--- config.mk ---
export PLATFORM = sky130hd
export DESIGN_NAME = bsdr_ctrl
export DESIGN_NICKNAME = d
export VERILOG_FILES = /design/src/design/bsdr_pkg.sv /design/src/design/bsdr_ctrl.sv
export SDC_FILE = /design/constraint.sdc
export NUM_CORES = 1
export LEC_CHECK = 0
export ABC_AREA = 1
export BUFFER_PORTS_ARGS = -buffer_cell sky130_fd_sc_hd__buf_2
export CAP_MARGIN = 15
export CORE_AREA = 4 4 41 43
export DETAILED_ROUTE_END_ITERATION = 12
export DIE_AREA = 0 0 45 47
export GPL_TIMING_DRIVEN = 1
export HOLD_SLACK_MARGIN = 0.05
export PLACE_DENSITY_LB_ADDON = 0.05
export SYNTH_ARGS = -nofsm -noshare
export SYNTH_HDL_FRONTEND = slang
export SYNTH_SLANG_ARGS = --single-unit
--- constraint.sdc ---
create_clock -name clock -period 3.45 [get_ports clock]
set_input_delay 0.69 -clock clock [delete_from_list [all_inputs] [get_ports clock]]
set_output_delay 0.69 -clock clock [all_outputs]
set_load 0.02 [all_outputs]
--- src/design/bsdr_pkg.sv ---
package bsdr_pkg;
   localparam int LATTICE_COLS_DEF = 64;
   localparam int LATTICE_ROWS_DEF = 64;
   localparam int SLOPE_W = 5;
   localparam int CRIT_SLOPE = 4;
   localparam int ROUNDS_W = 16;
   localparam int TOPPLE_W = 24;
   localparam int AREA_W = 13;
   localparam int COORD_W = 6;
   localparam int CSR_ADDR_W = 1;
   localparam logic [CSR_ADDR_W-1:0] CSR_CONSERVATIVE = 1'd0;
   localparam logic [CSR_ADDR_W-1:0] CSR_AREA = 1'd1;

   typedef enum logic [2:0] {
      OP_NONE, OP_INIT, OP_DRIVE, OP_CLEAR, OP_SCAN, OP_TOPPLE
   } op_type;

   typedef struct packed {
      op_type op;
      logic   start;
   } cmd_type;

   typedef struct packed {
      logic done;
      logic any_crit;
   } sts_type;

   function automatic logic signed [SLOPE_W-1:0] sat_add(
      input logic signed [SLOPE_W-1:0] v, input logic signed [3:0] d);
      logic signed [SLOPE_W+1:0] s;
      s = (SLOPE_W+2)'(v) + (SLOPE_W+2)'(d);
      if (s > 15) return SLOPE_W'(15);
      if (s < -16) return SLOPE_W'(-16);
      return s[SLOPE_W-1:0];
   endfunction
endpackage

--- src/design/bsdr_ctrl.sv ---
module bsdr_ctrl
   import bsdr_pkg::*;
(
   input  logic    clock,
   input  logic    reset,
   input  logic    req_go,
   output logic    req_ready,
   output logic    rsp_load,
   input  logic    rsp_busy,
   output cmd_type cmd,
   input  sts_type sts
);
   typedef enum logic [2:0] {
      S_INIT, S_IDLE, S_DRIVE, S_CLEAR, S_SCAN, S_TOPPLE, S_DONE
   } state_type;
   state_type state_ff, state_in;

   always_comb begin
      state_in = state_ff;
      cmd.op = OP_NONE;
      cmd.start = 1'b0;
      rsp_load = 1'b0;
      req_ready = (state_ff == S_IDLE);
      unique case (state_ff)
         S_INIT: begin
            cmd.op = OP_INIT;
            if (sts.done) begin state_in = S_IDLE; cmd.start = 1'b1; end
         end
         S_IDLE: if (req_go) state_in = S_DRIVE;
         S_DRIVE: begin
            cmd.op = OP_DRIVE;
            if (sts.done) begin state_in = S_CLEAR; cmd.start = 1'b1; end
         end
         S_CLEAR: begin
            cmd.op = OP_CLEAR;
            if (sts.done) begin state_in = S_SCAN; cmd.start = 1'b1; end
         end
         S_SCAN: begin
            cmd.op = OP_SCAN;
            if (sts.done) begin
               cmd.start = 1'b1;
               state_in = sts.any_crit ? S_TOPPLE : S_DONE;
            end
         end
         S_TOPPLE: begin
            cmd.op = OP_TOPPLE;
            if (sts.done) begin state_in = S_SCAN; cmd.start = 1'b1; end
         end
         S_DONE: if (!rsp_busy) begin rsp_load = 1'b1; state_in = S_IDLE; end
         default: state_in = S_INIT;
      endcase
   end

   always_ff @(posedge clock) begin
      if (reset) state_ff <= S_INIT;
      else state_ff <= state_in;
   end
endmodule

==> flow_summary.toml, run 1 <==
[drt]
vias = 359
routed_wl_um = 742
wl_per_cell_um = 8.833
drt_pre_antenna_iters = 3
drt-initial-drc-count = 7
vias_per_cell = 4.274
ant_nets = 0
drc = 0

[floorplan]
core.rowCount = 13
die_w_um = 45
core_area_um2 = 1301
initial_core_util = 0.2625
die_h_um = 47
io_pins = 12
dieArea_um2 = 2115

[worst_hold_path]
hold_path.startpoint = "state_ff[1]"
min_path_type = "reg2reg"
hold_end = "state_ff[1]"
min_path_cells = 2

[yosys]
syn_nets = 64
synthMostInstantiatedCell = "nand2_1"
ys_warn_count = 0
syn_inst = 56
synth_cell_types = 20
synthesis.area_um2 = 341.6
ys_seq_area_frac = 0.1758
yosysTopAreaCellShare = 0.1758
synth_area_leaders = "dfxtp_1, nand2_1, inv_1"
ys_ff_latch = 3
synth_edf_count = 0
ys.flop_type = "dfxtp_1"
postSynthAreaPerCell_um2 = 6.100
synthTopCellsByCount = "nand2_1, inv_1, nand3_1"
yosysTopAreaCell = "dfxtp_1"
synthArstFlopShare = 0

[global_routing]
met2_usage = 0.1158
grt_util_all_layers = 0.08057
grt_pass1_vias = 304
grt_pass1_wl_um = 1179
grt.met1_usage = 0.09773
grt.overflow.total = 0
grt.busiest_layer = "met2"
antenna_found_initial = 0
grt_max_degree = 11
grt.met3_usage = 0.05747

[sta]
finalSetupViolCount = 0
rsz0062_at_grt = "no"
slew_headroom = 0.7200
slew_violations = 0
fin_setup_tns_ns = 0
worst_slack_ns = 1.116
hold_slack_ns = 0.6853
fmax_mhz = 428.4
max_slew.worst_pin.slew_ns = 0.4194
clock_skew_ns = 0.002152
period_needed_ns = 2.334
finalHoldViolations = 0
finalCritPeriodShare = 0.6766

[final_layout]
diodes = 0
top_regs = "state_ff x3"
syn_to_final_growth_pct = 23.81
largest_reg_flops = 3
final_area_um2 = 422.9
drive_above_1_share = 0.3043
fin_cells = 84
nNetsFinal = 78
final_util = 0.3250
n_fill_cell = 171
regMostFlops = "state_ff"

[setup_path]
path_delay_family = "flip-flops"
cp_slowest_cell = "dfxtp_1"
timing.rr.start = "state_ff[2]"
crit_path_end_kind = "primary output"
startpoint_type = "flip-flop"
worstPathMaxFanout = 10
arrival_ns = 1.64
crit_type = "reg2out"
worst_r2r_path_depth = 7
worst-endpoint-required_ns = 2.76
worstReg2RegEnd = "state_ff[1]"
critPathMaxStageDelay_ns = 0.57
rrSetupSlack_ns = 2.22
cp_cell_sequence = "inv_2, ha_1, o31ai_1, buf_2"
worst-path-buf-inv = 2

[clock_network]
cts.sinks = 3
cts_resized = 0
clock_latency_ns = 0.23
clockBufferDepth = 2
post-cts-setup-buffers = 0
tritoncts = "yes"
holdBufCountCts = 0
path_clk_slew_ns = 0.04
htreeDepth = 1
root_buffer = "clkbuf_4"
cts_buffers = 3

[placed_design]
dp_hpwl_um = 599.5
dpl-instance-area_um2 = 396.6
port_buffers = 11
dp.cells = 80
gp_congestion = 0.6934
post-place-ws_ns = 1.359

[power]
p_leak_nw = 0.2561
power_mw = 0.4063
peakVddDrop_mv = 0.2720
power_density_nw_per_um2 = 960.6

[job]
drv_cap = 0

[run_status]
status = "complete, no violations"
## cells by family (layout without fill, tap and decap cells)
kind of cell	count (synthesis)	in the layout	synth area share
AOI/OAI and AO/OA	6	6	0.1026
adders and majority gates	2	2	0.07325
buffers and inverters	14	27	0.1868
DFF	3	3	0.1758
and+or+nand+nor	31	31	0.4616
## metal layers
layer / wire (um) / vias to the layer above
li1: - / 202
met1: 392 / 147
met2: 299 / 10
met3: 50 / 0
met4: 0 / 0
met5: 0 / -
## report_power, final
part	leakage, nW	internal, mW	switching, mW
Sequential	0.0249	0.0509	0.0437
Clock	0.0150	0.0435	0.0200
Combinational	0.216	0.0939	0.154
## layout by cell type (no fill, tap or decap), drive strengths merged
cell type,Yosys,layout
nand2,13,13
inv,12,12
buf,2,11
nand3,7,7
nor2,6,6
clkbuf,0,4
dfxtp,3,3
o21ai,2,2
nor3,2,2
a21oi,2,2
ha,2,2
nand4,2,2
o31ai,1,1
o21a,1,1
nand3b,1,1
## layout make-up
cell class	count	area, um^2	area share
Tap cell	15	18.77	0.04438
Timing Repair Buffer	11	55.05	0.1302
Clock buffer	4	26.28	0.06213
Multi-Input combinational cell	39	217.7	0.5148
Sequential cell	3	60.06	0.1420
Inverter	12	45.04	0.1065
## worst max path at each step
stage / startpoint / to / cells past startpoint
floorplan: state_ff[1] / cmd[1] / 4
global placement: state_ff[1] / cmd[1] / 4
detailed placement: state_ff[1] / cmd[1] / 4
CTS: state_ff[1] / cmd[1] / 4
global route: state_ff[1] / cmd[1] / 4
finish: state_ff[1] / cmd[1] / 4
## tightest hold or removal path, stage by stage, from the launching register on
cell     delay, ns
dfxtp_1       0.42
a21oi_1       0.17
nor2_1        0.05
Power figures use the tool's default switching activity.
==> inputs of run 2 (changes only) <==
ABC_AREA = 0   (was 1)
clock period = 2.29 ns   (was 3.45 ns; I/O delays follow)
==> flow_summary.toml, run 2 <==
[run_status]
status = "complete, no violations"

[final_layout]
top_regs = "state_ff x3"
multiInputGateArea_um2 = 216.5
n_fill_cell = 155
drive_above_1_share = 0.3273
final_common_cell = "buf_2"
fin_cells = 70
final_util = 0.3038
seqCellArea_um2 = 60.06
diodes = 0
final_cell_mix = "buf_2, nor2_1"
syn_to_final_growth_pct = 22.96
nNetsFinal = 64
largest_reg_flops = 3
regMostFlops = "state_ff"
final_area_um2 = 395.4

[sta]
finalCritPeriodShare = 0.8999
max_slew.worst_pin.slew_ns = 0.4112
slew_violations = 0
period_needed_ns = 2.061
finalHoldViolations = 0
clock_skew_ns = 0.01320
rsz0062_at_grt = "no"
fmax_mhz = 485.2
fin_setup_tns_ns = 0
finalSetupViolCount = 0
slew_headroom = 0.7255

[clock_network]
path_clk_slew_ns = 0.05
root_buffer = "clkbuf_4"
clockBufferDepth = 2
holdBufCountCts = 0
post-cts-setup-buffers = 0
cts.sinks = 3
htreeDepth = 1
tritoncts = "yes"
cts_buffers = 3
cts_resized = 0
clock_latency_ns = 0.24

[setup_path]
startpoint_type = "flip-flop"
worstReg2RegEnd = "state_ff[0]"
arrival_ns = 1.60
path_delay_family = "flip-flops"
cp_slowest_cell = "dfxtp_1"
worst-endpoint-required_ns = 1.83
crit_path_end_kind = "primary output"
worst-path-buf-inv = 1
cp_cell_sequence = "ha_1, o21ai_0, o211a_1, buf_2"
crit_type = "reg2out"
worst_r2r_path_depth = 4
rrSetupSlack_ns = 0.95
critPathMaxStageDelay_ns = 0.52
timing.rr.start = "state_ff[0]"
worstPathMaxFanout = 12

[placed_design]
dpl-instance-area_um2 = 369.1
dp_hpwl_um = 647.8
dp.cells = 66
gp_congestion = 0.7259
port_buffers = 11

[yosys]
ys_warn_count = 0
yosysTopAreaCell = "dfxtp_1"
ys_ff_latch = 3
yosysTopAreaCellShare = 0.1868
synth_edf_count = 0
synthMostInstantiatedCell = "nor2_1"
synth_area_leaders = "dfxtp_1, buf_6, ha_1"
synthesis.area_um2 = 321.6
syn_nets = 50
synthArstFlopShare = 0
synth_cell_types = 21
postSynthAreaPerCell_um2 = 7.656
syn_inst = 42
ys.flop_type = "dfxtp_1"
ys_seq_area_frac = 0.1868

[floorplan]
dieArea_um2 = 2115
initial_core_util = 0.2471
core.rowCount = 13
die_w_um = 45
die_h_um = 47
io_pins = 12
core_area_um2 = 1301

[power]
power_mw = 0.2396
peakVddDrop_mv = 0.1470
p_leak_nw = 0.1748
power_density_nw_per_um2 = 605.9

[worst_hold_path]
min_path_type = "in2reg"
hold_path.startpoint = "reset"
min_path_cells = 2
hold_end = "state_ff[1]"

[drt]
wl_per_cell_um = 12.13
vias = 337
vias_per_cell = 4.814
drt_pre_antenna_iters = 2
drc = 0
drt-initial-drc-count = 3
routed_wl_um = 849
ant_nets = 0

[global_routing]
grt_pass1_wl_um = 1352
grt_pass1_vias = 316
grt_max_degree = 13
grt_util_all_layers = 0.09464
antenna_found_initial = 0
grt.overflow.total = 0

[job]
drv_cap = 0
==> run 2: cell count changes in the layout (fill, tap and decap cells not counted), moves of 2 or more <==
cell | previous run | this run
nand2_1 | 12 | 3
inv_2 | 3 | 0
a31oi_1 | 0 | 3
nand3_1 | 6 | 2
inv_1 | 9 | 3
a21o_1 | 0 | 2
==> run 2: layout make-up <==
class                   instances  area share
clock buffers                   4     0.06646
well taps                      15     0.04747
multi-input cells              33      0.5475
inverters                       3     0.02848
repair buffers                 12      0.1582
flip-flops and latches          3      0.1519
==> run 2: worst max path at each step <==
stage	startpoint	end	slack, ns	depth (start not counted)
global route	state_ff[2]	cmd[0]	0.10	4
floorplan	state_ff[1]	cmd[1]	0.55	5
detailed placement	state_ff[2]	cmd[0]	0.51	4
finish	state_ff[2]	cmd[0]	0.23	4
global placement	state_ff[2]	cmd[1]	0.57	4
CTS	state_ff[2]	cmd[0]	0.25	4
==> run 2: metrics by stage <==
stage | setup slack, ns | hold slack, ns
final | 0.2292 | 0.4032
after global routing | 0.1019 | 0.4008
after CTS | 0.2541 | 0.4059
after detailed placement | 0.5102 | 0.6425
after global placement | 0.5728 | 0.6401
after floorplan | 0.5497 | 0.5274
==> run 2: power by group <==
part / switching [mW] / leakage [nW] / internal (mW)
sequential: 0.00780 / 0.0247 / 0.0565
clock: 0.0338 / 0.0150 / 0.0657
combinational: 0.0431 / 0.135 / 0.0326
total: 0.0847 / 0.175 / 0.155
==> run 2: cells by family (layout without fill, tap and decap cells) <==
group                      count (synthesis)  after routing  share of synthesized area
and+or+nand+nor                           17             17                     0.2841
AOI/OAI and AO/OA                         13             13                     0.2801
buffers and inverters                      6             19                     0.1401
DFF                                        3              3                     0.1868
adders and majority gates                  2              2                    0.07781
muxes                                      1              1                    0.03113
==> run 2: metal layers <==
layer,global-route usage,vias up,share of wire
met5,0,-,0
met4,0.1053,0,0.038
met3,0.02682,4,0.046
met2,0.1356,11,0.47
met1,0.1063,146,0.45
li1,-,176,-
